## src/rtl/geohash_encoder_assert.svh

```systemverilog
// Assertion macros for the geohash encoder. Both expect clk and rst in scope.
`ifndef GEOHASH_ENCODER_ASSERT_SVH
`define GEOHASH_ENCODER_ASSERT_SVH
`ifndef SYNTHESIS
`define GH_ASSERT_NOW(lbl, ante, cons, msg) \
  lbl: assert property (@(posedge clk) disable iff (rst) (ante) |-> (cons)) else $error(msg);
`define GH_ASSERT_NEXT(lbl, ante, cons, msg) \
  lbl: assert property (@(posedge clk) disable iff (rst) (ante) |=> (cons)) else $error(msg);
`else
`define GH_ASSERT_NOW(lbl, ante, cons, msg)
`define GH_ASSERT_NEXT(lbl, ante, cons, msg)
`endif
`endif

```

## src/rtl/gh_pkg.sv

```systemverilog
`timescale 1ns / 1ps
package gh_pkg;

  localparam int GH_MAX_CHARS     = 12;
  localparam int GH_FRACTION_BITS = 32;
  localparam int GH_COORD_W       = 41;
  localparam int GH_COUNT_W       = 4;
  localparam int GH_CHAR_W        = 7;
  localparam int GH_SYM_W         = 5;
  localparam int GH_LON_DEG       = 180;
  localparam int GH_LAT_DEG       = 90;
  localparam logic [GH_COUNT_W-1:0] GH_COUNT_RESET = 4'd12;

  localparam logic [255:0] GH_ALPHABET = "0123456789bcdefghjkmnpqrstuvwxyz";

  // Control that travels with an item along the row of cells.
  typedef struct packed {
    logic valid;
    logic inv;
  } gh_ctrl_t;

  // The first character sits in the top byte of the packed string.
  function automatic logic [GH_CHAR_W-1:0] gh_char(input logic [GH_SYM_W-1:0] sym);
    logic [7:0] c;
    c = GH_ALPHABET[{~sym, 3'b000} +: 8];
    return c[GH_CHAR_W-1:0];
  endfunction

endpackage

```

## src/rtl/gh_cell.sv

```systemverilog
`timescale 1ns / 1ps
module gh_cell #(
  parameter int DW    = 41,
  parameter int NBITS = 60,
  parameter int POS   = 0
) (
  input  logic               clk,
  input  logic               rst,
  input  logic               en,
  input  gh_pkg::gh_ctrl_t   ctrl_in,
  input  logic [DW-1:0]      d_lon_in,
  input  logic [DW-1:0]      w_lon_in,
  input  logic [DW-1:0]      d_lat_in,
  input  logic [DW-1:0]      w_lat_in,
  input  logic [NBITS-1:0]   code_in,
  output gh_pkg::gh_ctrl_t   ctrl_out,
  output logic [DW-1:0]      d_lon_out,
  output logic [DW-1:0]      w_lon_out,
  output logic [DW-1:0]      d_lat_out,
  output logic [DW-1:0]      w_lat_out,
  output logic [NBITS-1:0]   code_out
);
  import gh_pkg::*;

  // Even bit positions bisect longitude, odd ones latitude.
  localparam bit IS_LAT = (POS % 2) == 1;

  logic             valid_q;
  logic             inv_q;
  logic [DW-1:0]    d;
  logic [DW-1:0]    w;
  logic [DW-1:0]    half;
  logic [DW-1:0]    d_next;
  logic [DW-1:0]    w_next;
  logic             up;
  logic [NBITS-1:0] code_next;

  // The interval is kept as an offset of the coordinate above the low bound
  // and a width, so one compare and two subtracts make a step.
  assign d      = IS_LAT ? d_lat_in : d_lon_in;
  assign w      = IS_LAT ? w_lat_in : w_lon_in;
  assign half   = w >> 1;
  assign up     = d > half;
  assign d_next = up ? d - half : d;
  assign w_next = up ? w - half : half;

  always_comb begin
    code_next = code_in;
    code_next[NBITS-1-POS] = up;
  end

  always_ff @(posedge clk) begin
    if (rst) begin
      valid_q <= 1'b0;
    end else if (en) begin
      valid_q <= ctrl_in.valid;
    end
  end

  always_ff @(posedge clk) begin
    if (en) begin
      inv_q     <= ctrl_in.inv;
      d_lon_out <= IS_LAT ? d_lon_in : d_next;
      w_lon_out <= IS_LAT ? w_lon_in : w_next;
      d_lat_out <= IS_LAT ? d_next : d_lat_in;
      w_lat_out <= IS_LAT ? w_next : w_lat_in;
      code_out  <= code_next;
    end
  end

  assign ctrl_out = '{valid: valid_q, inv: inv_q};

endmodule

```

## config.mk

```make
export PLATFORM = sky130hd
export DESIGN_NAME = gh_cell
export DESIGN_NICKNAME = d
export VERILOG_FILES = /design/src/rtl/geohash_encoder_assert.svh /design/src/rtl/gh_pkg.sv /design/src/rtl/gh_cell.sv
export SDC_FILE = /design/constraint.sdc
export NUM_CORES = 1
export LEC_CHECK = 0
export ABC_AREA = 1
export BUFFER_PORTS_ARGS = -buffer_cell sky130_fd_sc_hd__buf_2
export CORE_AREA = 2 2 177 179
export DETAILED_ROUTE_END_ITERATION = 10
export DIE_AREA = 0 0 179 181
export PLACE_DENSITY_LB_ADDON = 0.2
export SETUP_SLACK_MARGIN = 0.1
export SLEW_MARGIN = 20
export SYNTH_ARGS = -nofsm -noshare
export SYNTH_HDL_FRONTEND = slang
export SYNTH_SLANG_ARGS = --single-unit
export TNS_END_PERCENT = 1
```

## constraint.sdc

```tcl
create_clock -name clk -period 3.6 [get_ports clk]
set_input_delay 0.54 -clock clk [delete_from_list [all_inputs] [get_ports clk]]
set_output_delay 0.54 -clock clk [all_outputs]
set_load 0.05 [all_outputs]
```

* Word-level counts from Yosys, hierarchy flattened
Index checks and enable logic that the tools add are counted.
** Storage, ports and cells
- Bits of input ports :: 229
- Output and inout bits :: 226
- Bits in registers :: 226
- Logic and storage cells :: 13
** Operators by class
- Add/subtract/negate cells :: 2
- Magnitude comparators :: 1
- Muxes and demuxes :: 2
** Operator list (number)
- $sub A41 B40 Y41 :: 2
- $gt A41 B40 Y1 :: 1
- $mux W41 :: 1
- $mux W40 :: 1

* Depth between registers and ports, before layout
- Word-level depth :: 2
- Depth in mapped cells :: 17
- Mapped depth without buffers :: 16

* Worst setup path before layout
OpenSTA, ideal clock, no wires.
- Path kind :: input to register
- Start :: input w_lon_in[18]
- End :: register w_lon_out[8] (data pin)
- Required time :: 3343 ps
- Library setup time :: 257 ps
- Cell stages on the path :: 13
- Arrival time :: 2045 ps
- Path slack :: 1298 ps
- Buffers on the path :: 2
- Cells stage by stage :: inv_1 -> ha_1 -> nand2_2 -> nor2_4 -> inv_2 -> nor2_4 -> nand2_2 -> nor2_4 -> nand3_2 -> nand2_4 -> buf_12 -> buf_6 -> o21ai_2
** On the way
- Longest elaborated chain between the ends :: 2
** RTL lines
- start, declared :: RTL line gh_cell.sv:12 : input logic [DW-1:0] w_lon_in,
- $gt A41 B40 Y1 :: RTL line gh_cell.sv:43 : assign up = d > half;
- $mux W40 :: RTL line gh_cell.sv:45 : assign w_next = up ? w - half : half;
- net w_next[8] :: RTL line gh_cell.sv:34 : logic [DW-1:0] w_next;
- end signal, assigned :: RTL line gh_cell.sv:64 : w_lon_out <= IS_LAT ? w_lon_in : w_next;
- end, declared :: RTL line gh_cell.sv:18 : output logic [DW-1:0] w_lon_out,
The timed path passes the listed nets, and every way through them passes these cells.
A chain may end at the register's enable or synchronous reset.

* Worst setup path after layout
- Start :: input w_lon_in[37]
- End :: register d_lon_out[10] (data pin)
** On the way
- Longest elaborated chain between the ends :: 2
** RTL lines
- $gt A41 B40 Y1 :: RTL line gh_cell.sv:43
- $mux W41 :: RTL line gh_cell.sv:44 : assign d_next = up ? d - half : d;
- net d_next[10] :: RTL line gh_cell.sv:33 : logic [DW-1:0] d_next;
- end signal, assigned :: RTL line gh_cell.sv:63 : d_lon_out <= IS_LAT ? d_lon_in : d_next;
- end, declared :: RTL line gh_cell.sv:17 : output logic [DW-1:0] d_lon_out,
The timed path passes the listed nets, and every way through them passes these cells.

==> metrics.md <==
| Metric | Value |
|---|---|
| Number of global-route vias before repair | roughly 13000 |
| H-Tree Depth | 1 |
| Post-CTS Setup Repair Bufs | 0 |
| Power Total | between 8 and 9 mW |
| All-Layer GR Usage | between 20 and 30% |
| Initial antenna violation count | 5 |
| Final-report setup violation count | 0 |
| Pre-antenna DRT Iters | 6 |
| Post-Synthesis Cell Area | 14690 sq um |
| Max Fclk | just over 0.4 GHz |
| Slew Limit Headroom | between 50% and 60% |
| Nets | ~2600 |
| First-pass GRT wire length | ~70000 um |
| DR top layer | met5 |
| DP HPWL | between 30000 and 40000 um |
| Post-synthesis sequential area ratio | between 40% and 50% |
| Commonest cells in the netlist | nand2_1 (661), inv_1 (309), edfxtp_1 (225), nor2_1 (165), nand3_1 (84) |
| Max clock buf depth | 3 |
| Die Span Y | 181 um |
| Internal power | approximately 5.4 mW |
| Die width | about 180 um |
| Yosys Warn Count | 0 |
| Worst-path clk slew | 0.06 ns |
| Leakage power | between 9 and 10 nW |
| CTS tree | done |
| Top FF cell, synth | edfxtp_1 |
| Sequential power share | a little under two fifths |
| Number of port buffers | ~450 |
| Largest net degree at the start of global routing | just under 80 |
| Routed wire length per instance | 17.09 um |
| Mapped Cells | 1826 |
| PnR worst setup slack | 1.124 ns |
| Synth top area cells | edfxtp_1 (46%), nand2_1 (17%), inv_1 (7.9%), ha_1 (6.8%), nor2_1 (4.2%) |
| Syn avg cell area | 8.045 sq um |
| Final Max Slew Viols | 0 |
| Layout area overhead | 23.57% |
| DRT Wirelength | 46390 um |
| Final hold vios | 0 |
| CTS root buf | clkbuf_16 |
| Layout cell share with drive strength beyond 1 | ~28% |
| Worst-Skew Late Latency | between 0.5 and 0.6 ns |
| DR vias/cell | roughly 4.9 |
| Worst slew pin tran | around 0.63 ns |
| Switching part of the total | 37.32% |
| Resized cells post-CTS | 0 |
| CTS Buf Count | 24 |
| Post-synthesis register bit count | approximately 230 |
| Power Density | 476.6 nW/um^2 |
| Period minus WS final | around 2.5 ns |
| # IOs | 455 |
| Initial drt markers | between 900 and 1000 |
| Dpl ws | around 0.59 ns |
| Synth area leader | edfxtp_1 |
| Combinational power share | 33.8% |
| Critical Path End Type | flop |
| Sw Pwr | approximately 3.2 mW |
| Wire length on met2 | 23000 um |
| WHS | around 0.17 ns |
| Number of routed nets with antenna violations | 0 |
| Cell variety after synth | 37 |
| Setup TNS Final | 0 ns |
| Core Area | just over 30000 sq um |
| Met3 wire length | slightly above 3000 um |
| Worst vdd ir | roughly 0.00036 V |
| Top-area cell type share of the netlist area | 45.99% |
| Cell Rows | 64 |
| Area of the die | 32400 sq um |
| DR DRC count | 0 |
| Max-cap violations | 0 |
| Asr flop ratio synth | 0% |
| Mapped Nets | around 2100 |
| Unrepaired setup endpoints after global routing | no |
| Number of enable flip-flop cells after synthesis | 225 |
| Hold crit path type | in -> reg |
| Final Skew | 0 ns |
| Setup slack, reg-to-reg | ~3 ns |
| Hold buffers post-CTS | 0 |
| Status | finished clean |
| CP required | about 3.9 ns |
| Clock power share | 28.0% |
| Initial Util | 48.40% |
| Routed vias | 13400 |
| Routability cong. | just over 0.9 |
| Crit path max fanout | between 50 and 60 |
| GR Overflow Total | 0 |
| WP data arrival | roughly 2.8 ns |
| CTS sink count | around 230 |
| Metal-1 WL | between 15000 and 20000 um |
| Worst setup path category | in -> reg |
| CP Launch Type | input pin |
| Fin crit share | between 60% and 70% |
| Top-count cell post-synth | nand2_1 |
==> layer usage <==
layer  track usage [%]  vias up
met1             35.09     6156
met2             50.02      439
met4             8.878        2
met5                 0        -
li1                  -     6708
met3             3.977       92
==> worst max-delay path, stage by stage <==
cell and delay, ns:
buf_2 0.12, inv_1 0.10, ha_1 0.37, a21oi_1 0.29
nand2_1 0.09, nand2_1 0.07, nand3_1 0.09, nor2_1 0.21
nand3_2 0.18, nand2_8 0.23, buf_12 0.31, o21ai_2 0.09
==> state kept, by name, summed over array words and instances (netlist names) <==
name and flops:
w_lat_out 41, d_lat_out 41, code_out 60, d_lon_out 41
inv_q 1, w_lon_out 41, valid_q 1
==> final timing paths <==
kind              cells past startpoint            startpoint                 endpoint
setup / recovery                     12          w_lon_in[37]  d_lon_out[10]$_DFFE_PP_
hold / removal                        2                   rst     valid_q$_SDFFE_PP0P_
setup reg to reg                      2  valid_q$_SDFFE_PP0P_     valid_q$_SDFFE_PP0P_
hold reg to reg                       2  valid_q$_SDFFE_PP0P_     valid_q$_SDFFE_PP0P_
==> area by class of cell <==
cell class              instances  area [sq um]
fillers                      2863         12200
repair buffers                464          2422
well taps                     396         495.5
diodes                          4         10.01
flip-flops and latches        226          6777
inverters                     314          1179
clock inverters                13         126.4
multi-input cells            1267          6499
clock buffers                  30         644.4
==> kinds of logic (layout without fill, tap and decap cells) <==
kind of cell / count (synthesis) / after routing / share of synthesized area (%)
xor+xnor: 47 / 47 / 2.802
simple gates: 1005 / 1005 / 28.23
buf+inv: 333 / 821 / 9.692
mux: 1 / 1 / 0.06814
other cells: 0 / 4 / 0
fa+ha+maj: 82 / 82 / 7.086
compound gates: 132 / 132 / 5.996
flops: 226 / 226 / 46.13
==> per-stage QoR <==
stage               instance area [sq um]  cells  util [%]
CTS                                 18140   2710     59.78
detailed placement                  17370   2667     57.24
global route                        18150   2714     59.81
floorplan                           14690   1826         -
finish                              18150   2714     59.81
global placement                    17370   2667     57.24
==> cells in the final DEF, fill, tap and decap left out, drive strengths merged, types with 3 or more instances in the layout <==
| master | instances |
|---|---|
| nand3 | 86 |
| clkbuf | 30 |
| nand4 | 3 |
| nor3 | 9 |
| clkinv | 8 |
| xor2 | 5 |
| ha | 80 |
| o21bai | 5 |
| o21a | 5 |
| nor2 | 172 |
| xnor2 | 42 |
| edfxtp | 225 |
| diode | 4 |
| nand2 | 731 |
| buf | 464 |
| a21oi | 57 |
| inv | 316 |
| o21ai | 62 |
==> power by group through the flow <==
stage	registers, mW	clock network [mW]	logic, mW
final	3.30	2.42	2.93
after global routing	3.33	2.58	3.15
after CTS	3.31	2.48	2.93
after detailed placement	3.36	0	2.92
after global placement	3.35	0	2.90
after floorplan	4.34	0	1.13
(Power assumes the default switching activity.)
