===== src/rtl/geohash_encoder_assert.svh =====
// Assertion macros for the geohash encoder. Both expect clk and rst in scope.
`ifndef GEOHASH_ENCODER_ASSERT_SVH
`define GEOHASH_ENCODER_ASSERT_SVH
`ifndef SYNTHESIS
`define GH_ASSERT_NOW(lbl, ante, cons, msg) \
  lbl: assert property (@(posedge clk) disable iff (rst) (ante) |-> (cons)) else $error(msg);
`define GH_ASSERT_NEXT(lbl, ante, cons, msg) \
  lbl: assert property (@(posedge clk) disable iff (rst) (ante) |=> (cons)) else $error(msg);
`else
`define GH_ASSERT_NOW(lbl, ante, cons, msg)
`define GH_ASSERT_NEXT(lbl, ante, cons, msg)
`endif
`endif


===== src/rtl/gh_pkg.sv =====
`timescale 1ns / 1ps
package gh_pkg;

  localparam int GH_MAX_CHARS     = 12;
  localparam int GH_FRACTION_BITS = 32;
  localparam int GH_COORD_W       = 41;
  localparam int GH_COUNT_W       = 4;
  localparam int GH_CHAR_W        = 7;
  localparam int GH_SYM_W         = 5;
  localparam int GH_LON_DEG       = 180;
  localparam int GH_LAT_DEG       = 90;
  localparam logic [GH_COUNT_W-1:0] GH_COUNT_RESET = 4'd12;

  localparam logic [255:0] GH_ALPHABET = "0123456789bcdefghjkmnpqrstuvwxyz";

  // Control that travels with an item along the row of cells.
  typedef struct packed {
    logic valid;
    logic inv;
  } gh_ctrl_t;

  // The first character sits in the top byte of the packed string.
  function automatic logic [GH_CHAR_W-1:0] gh_char(input logic [GH_SYM_W-1:0] sym);
    logic [7:0] c;
    c = GH_ALPHABET[{~sym, 3'b000} +: 8];
    return c[GH_CHAR_W-1:0];
  endfunction

endpackage


===== src/rtl/gh_serializer.sv =====
`timescale 1ns / 1ps
module gh_serializer #(
  parameter int MAX_CHARS = 12,
  parameter int NBITS     = 60
) (
  input  logic                          clk,
  input  logic                          rst,
  input  gh_pkg::gh_ctrl_t              end_ctrl,
  input  logic [NBITS-1:0]              end_code,
  input  logic [gh_pkg::GH_COUNT_W-1:0] char_count,
  output logic                          take,
  output logic                          char_valid,
  input  logic                          char_ready,
  output logic [gh_pkg::GH_CHAR_W-1:0]  code_char,
  output logic                          last_char,
  output logic                          invalid
);
  import gh_pkg::*;

  localparam logic [GH_COUNT_W-1:0] MAX_N = GH_COUNT_W'(MAX_CHARS);

  logic                  busy;
  logic                  inv;
  logic [GH_COUNT_W-1:0] idx;
  logic [NBITS-1:0]      code_buf;
  logic [GH_COUNT_W-1:0] n_sat;

  assign n_sat     = (char_count > MAX_N) ? MAX_N : char_count;
  assign last_char = inv || (GH_COUNT_W'(idx + 1'b1) == n_sat);
  assign take      = !busy || (char_ready && last_char);

  assign char_valid = busy;
  assign invalid    = inv;
  assign code_char  = inv ? '0 : gh_char(code_buf[NBITS-1 -: GH_SYM_W]);

  always_ff @(posedge clk) begin
    if (rst) begin
      busy <= 1'b0;
    end else if (take) begin
      busy <= end_ctrl.valid;
    end
  end

  // A finished item is loaded as the previous one hands over its last character, or when idle.
  always_ff @(posedge clk) begin
    if (take) begin
      if (end_ctrl.valid) begin
        code_buf <= end_code;
        idx      <= '0;
        inv      <= end_ctrl.inv || (char_count == '0);
      end
    end else if (char_ready) begin
      code_buf <= code_buf << GH_SYM_W;
      idx      <= GH_COUNT_W'(idx + 1'b1);
    end
  end

endmodule


===== config.mk =====
export PLATFORM = sky130hd
export DESIGN_NAME = gh_serializer
export DESIGN_NICKNAME = d
export VERILOG_FILES = /design/src/rtl/geohash_encoder_assert.svh /design/src/rtl/gh_pkg.sv /design/src/rtl/gh_serializer.sv
export SDC_FILE = /design/constraint.sdc
export NUM_CORES = 1
export LEC_CHECK = 0
export ABC_AREA = 0
export BUFFER_PORTS_ARGS = -buffer_cell sky130_fd_sc_hd__buf_4
export CAP_MARGIN = 15
export CORE_MARGIN = 4
export CORE_UTILIZATION = 25
export CTS_BUF_LIST = sky130_fd_sc_hd__clkbuf_16
export CTS_CLUSTER_DIAMETER = 120
export DETAILED_ROUTE_END_ITERATION = 7
export GPL_ROUTABILITY_DRIVEN = 0
export PLACE_DENSITY = 0.51
export SYNTH_ARGS = -nofsm -noshare
export SYNTH_HDL_FRONTEND = slang
export SYNTH_SLANG_ARGS = --single-unit

===== constraint.sdc =====
create_clock -name clk -period 6.7 [get_ports clk]
set_clock_uncertainty 0.15 [all_clocks]
set_input_delay 1.34 -clock clk [delete_from_list [all_inputs] [get_ports clk]]
set_output_delay 1.34 -clock clk [all_outputs]
set_load 0.01 [all_outputs]

# Yosys cells after proc, flatten, opt, wreduce, memory -nomap -nowiden
# Cells that the tools add are included.
[op_classes]
bitwise = 1
add_sub_neg = 1
magnitude_cmp = 1
n_reduce_logical = 9
eq_ne = 2
n_shift = 1
n_mux = 8
[op_table]
columns = ["operator", "count"]
rows = [
  ["$shiftx A256 B9 Y7 const A", 1],
  ["$mux W60", 3],
  ["$mux W4", 4],
  ["$mux W7", 1],
  ["$not A5 Y5", 1],
  ["$add A4 B1 Y4 const B", 1],
  ["$eq A4 B4 Y1", 1],
  ["$gt A4 B4 Y1 const B", 1],
  ["$logic_not A4 Y1", 1],
  ["$reduce_and A2 Y1", 2],
  ["$logic_or A1 B1 Y1", 3],
  ["$ne A2 B2 Y1 const B", 1],
  ["$reduce_bool A2 Y1", 1],
  ["$logic_and A1 B1 Y1", 1],
  ["$logic_not A1 Y1", 1],
]
[totals]
inputBits = 69
elab_cells = 27
regBits = 66
output_inout_bits = 11

# Depth between registers and ports, before layout
[depth]
word_depth = 8
mapped_depth = 8
depth_no_buf = 7

# Worst setup path before layout
# No wires, ideal clock.
[synth_path]
path_kind = "input to register"
startpoint = "in char_count[1] (netlist bit)"
endpoint = "reg code_buf[0] (enable)"
path_stages = 6
setup_slack_ns = 0.405
setup_ns = 0.516
n_path_buf = 1
required_time_ns = 6.034
arrival_ns = 5.630
path_cell_list = "nor2b_1 > xnor2_1 > a311oi_1 > a41o_1 > clkbuf_1 > a2bb2oi_1"
[synth_via]
elab_chain_len = 8
word_cells_on_any_way = 9
classes_between = "1 x order compare; 2 x eq/ne; 1 x mux; 5 x reduce/logical"
[synth_lines]
columns = ["element", "line_no", "source"]
rows = [
  ["from (decl)", "gh_serializer.sv:10", "input logic [gh_pkg::GH_COUNT_W-1:0] char_count,"],
  ["$gt A4 B4 Y1", "gh_serializer.sv:28", "assign n_sat = (char_count > MAX_N) ? MAX_N : char_count;"],
  ["$mux W4 (*)", "gh_serializer.sv:28", ""],
  ["$eq A4 B4 Y1 (*)", "gh_serializer.sv:29", "assign last_char = inv || (GH_COUNT_W'(idx + 1'b1) == n_sat);"],
  ["$logic_or A1 B1 Y1 (*)", "gh_serializer.sv:29", ""],
  ["$logic_and A1 B1 Y1 (*)", "gh_serializer.sv:30", "assign take = !busy || (char_ready && last_char);"],
  ["$logic_or A1 B1 Y1 (*)", "gh_serializer.sv:30", ""],
  ["$ne A2 B2 Y1 (no source line) / $reduce_bool A2 Y1 (equally long branches)", "-", ""],
  ["$reduce_and A2 Y1 (no source line) (*)", "-", ""],
  ["to (signal assigned)", "gh_serializer.sv:48", "code_buf <= end_code;"],
  ["to (signal assigned)", "gh_serializer.sv:53", "code_buf <= code_buf << GH_SYM_W;"],
  ["to (decl)", "gh_serializer.sv:25", "logic [NBITS-1:0] code_buf;"],
]
# Mark *: on every way between the ends. The rest lies on a longest branch, timed or not.
# A chain may end at the register's enable or synchronous reset.

# Worst setup path after layout
[layout_path]
startpoint = "in char_count[1] (netlist bit)"
endpoint = "reg code_buf[47] (enable)"
# The elaborated chain is that of the path after synthesis.

==> metrics.txt <==
TritonCTS buffer count=9; WS Path Type=in2reg; Post-Route Setup TNS=0 ps; number of global-route vias before repair=between 2k and 3k; sequential-to-total area share from yosys stat=a little over half; Max Cap Viol=0; largest net degree at the start of global routing=66; Clk Latency, worst-skew pair=330 ps; Fin Hold WS=about 420 ps; core area=between 10000 and 15000 µm²; die width=129.2 µm; Relative slew margins=between 20 and 30%; PostCTS Resize Cnt=0; most frequent cells in the layout=83 x buf_4, 65 x edfxtp_1, 55 x a22o_1, 55 x a221o_1, 9 x clkbuf_16; Crit path arrival time=between 4000 and 5000 ps; part of the cycle the worst path needs=65.30%; number of synthesized register bits=66; Final nets=approximately 420; Vias/cell=approximately 5.3; Synth Instances=279; leakage power=1.777 nW; io pins=80; Slew Viols, Final=0; Worst Max-Slew Pin Slew=approximately 1100 ps; commonest non-fill, non-tap cell in the layout=buf_4; most frequent CP cell=buf_4; post-CTS setup buffers=0; Sw Share=25.74%; Initial Util=between 20 and 30%; initial DRC count=slightly above 300; total power per unit cell area=around 270 nW/µm²; YS warnings=0; drt wl/cell=about 17 µm; Power Internal=roughly 0.95 mW; post-synth top area share=a little over half; Mapped Nets=between 300 and 400; worst slack at placement=1849 ps; Die ar.=approximately 17000 µm²; CTS Sinks=66; worst hold path depth=1; clock share of power=about 36%; Sw Pwr=0.3276 mW; FF-to-FF setup slack=about 2600 ps; critical path capture point type=flop; total number of vias=~2.8k; initial antenna violation count=0; R2R cell count=7; DRT Wirelength=about 9000 µm; post-route ant nets=0; cell type with the highest aggregate area in the netlist=edfxtp_1; # diodes=0; VDD IR max=around 0.00011 V; Netlist cell types=35; FF-to-FF Start=idx[0]; gr usage total=approximately 11%; Seq pwr share=between 40 and 50%; maximum clock rate=228.6 MHz; Die Y=about 130 µm; Critical Path RT=around 6500 ps; CP cell instances=buf_4, nor2b_1, xnor2_1, a311oi_1, a41o_2, a2bb2oi_4, buf_4; Setup crit start kind=primary input; Post-CTS Hold Fix Bufs=0; Worst Hold Class=reg2reg; clock input transition at the sequential cells of the worst setup and hold paths=around 60 ps; final setup violation count=0; detailed-route DRC error count=0; Avg Cell Area, Syn=~13 µm²; Synth area leaders=edfxtp_1 53%, a221o_1 15%, a22o_1 13%; CTS tree=yes; first-pass GRT wire length=around 15000 µm; CP peak stage delay=approximately 860 ps; RSZ-0062 raised after global routing=false; row count=44; Area Growth Syn to Fin=27.72%; CTS root buffer=clkbuf_16; H-tree levels=3; Post-Syn Area=~3700 µm²; outcome=complete, no violations; CP max stage cell=a41o_2; HPWL after detailed placement=just under 6000 µm; Worst setup startpoint=char_count[1]; layout cells sized above 1=a little under a third; total congestion overflow=0; PortBufs=79; Setup WS post-layout=between 2000 and 2500 ps; CP max FO=56; Worst R2R End=code_buf[47]; first-pass iteration count of the detailed router=4; Clock Path Buffers=2; Final min period=around 4400 ps; combinational share of power=~20%; Hold Fails Final Rpt=0; worst setup path endpoint=code_buf[47]
-- worst max-delay path, delay by kind of cell --
kind	cells	cell delay, ps
AO/OA/AOI/OAI	3	1890
XOR/XNOR	1	130
buffers and inverters	2	670
AND/OR/NAND/NOR	1	130
-- state kept, by name, summed over array words and instances, names as in the netlist --
register and count:
code_buf 60, char_valid 1, invalid 1, idx 4
-- layout make-up --
| class | instances | area [µm²] |
|---|---|---|
| Inverter | 6 | 22.52 |
| Tap cell | 184 | 230.2 |
| Fill cell | 1426 | 9792 |
| Clock inverter | 7 | 61.31 |
| Clock buffer | 9 | 225.2 |
| Timing Repair Buffer | 83 | 623.1 |
| Multi-Input combinational cell | 179 | 1553 |
| Sequential cell | 66 | 1972 |
-- synthesized netlist by cell type --
master and number:
inv_1 6, dfxtp_1 1, buf_2 4, clkbuf_1 16
nor3b_1 3, nand2_1 5, o21a_1 6, buf_6 5
nor2b_1 3, xnor2_1 5, nor2_1 7, mux2i_1 2
o21ai_0 2, edfxtp_1 65, nand3_1 1, buf_4 3
a41o_1 1, o41ai_1 1, nand3_2 1, a2111oi_0 1
a221o_1 55, a211oi_2 1, a22o_1 55, or3_4 1
xor2_1 2, nand2b_1 2, or2_2 3, a21oi_1 8
a2bb2oi_1 1, a31oi_1 1, ha_1 5, nor3_1 3
and2_1 1, a311oi_1 2, a21o_1 1
-- per-stage QoR --
step / total power, mW / cells / area, µm² / utilization, %
after global routing: 1.338 / 534 / 4687 / 32.37
after CTS: 1.289 / 534 / 4687 / 32.37
final: 1.273 / 534 / 4687 / 32.37
after global placement: 0.8285 / 518 / 4400 / 30.39
after floorplan: 0.7451 / 279 / 3670 / -
after detailed placement: 0.8323 / 518 / 4400 / 30.39
-- worst min path at each step --
| stage | slack [ps] | from | endpoint |
|---|---|---|---|
| final | 420 | code_buf[0] | code_buf[5] |
| after global placement | 410 | code_buf[32] | code_buf[37] |
| after CTS | 430 | code_buf[21] | code_buf[26] |
| after floorplan | 400 | code_buf[5] | code_buf[10] |
| after detailed placement | 420 | code_buf[3] | code_buf[8] |
| after global routing | 450 | code_buf[21] | code_buf[26] |
-- kinds of logic after synthesis --
group,Yosys count,synth area share (%)
xor gates and xnor gates,7,1.671
buffers and inverters,34,4.944
AOI/OAI and AO/OA,135,32.90
muxes,2,0.5455
DFF,66,53.73
and+or+nand+nor,30,4.501
adders and majority gates,5,1.705
-- power groups by stage --
| stage | Combinational [mW] | Clock (mW) | Sequential [mW] |
|---|---|---|---|
| 2_1_floorplan | 0.175 | 0 | 0.570 |
| 3_3_place_gp | 0.250 | 0 | 0.578 |
| 3_5_place_dp | 0.252 | 0 | 0.581 |
| 4_1_cts | 0.253 | 0.463 | 0.573 |
| 5_1_grt | 0.276 | 0.481 | 0.581 |
| 6_report | 0.248 | 0.452 | 0.573 |
-- per-layer routing --
| layer | track usage, % | vias to the layer above | wire [µm] | share of wire (%) |
|---|---|---|---|---|
| li1 | - | 1331 | - | - |
| met1 | 14.50 | 1380 | 4055 | 44 |
| met2 | 18.17 | 88 | 4469 | 48 |
| met3 | 3.339 | 9 | 622 | 6.7 |
| met4 | 3.644 | 0 | 123 | 1.3 |
| met5 | 0 | - | 0 | 0 |
Note: power is estimated with default switching activity, not from simulation.
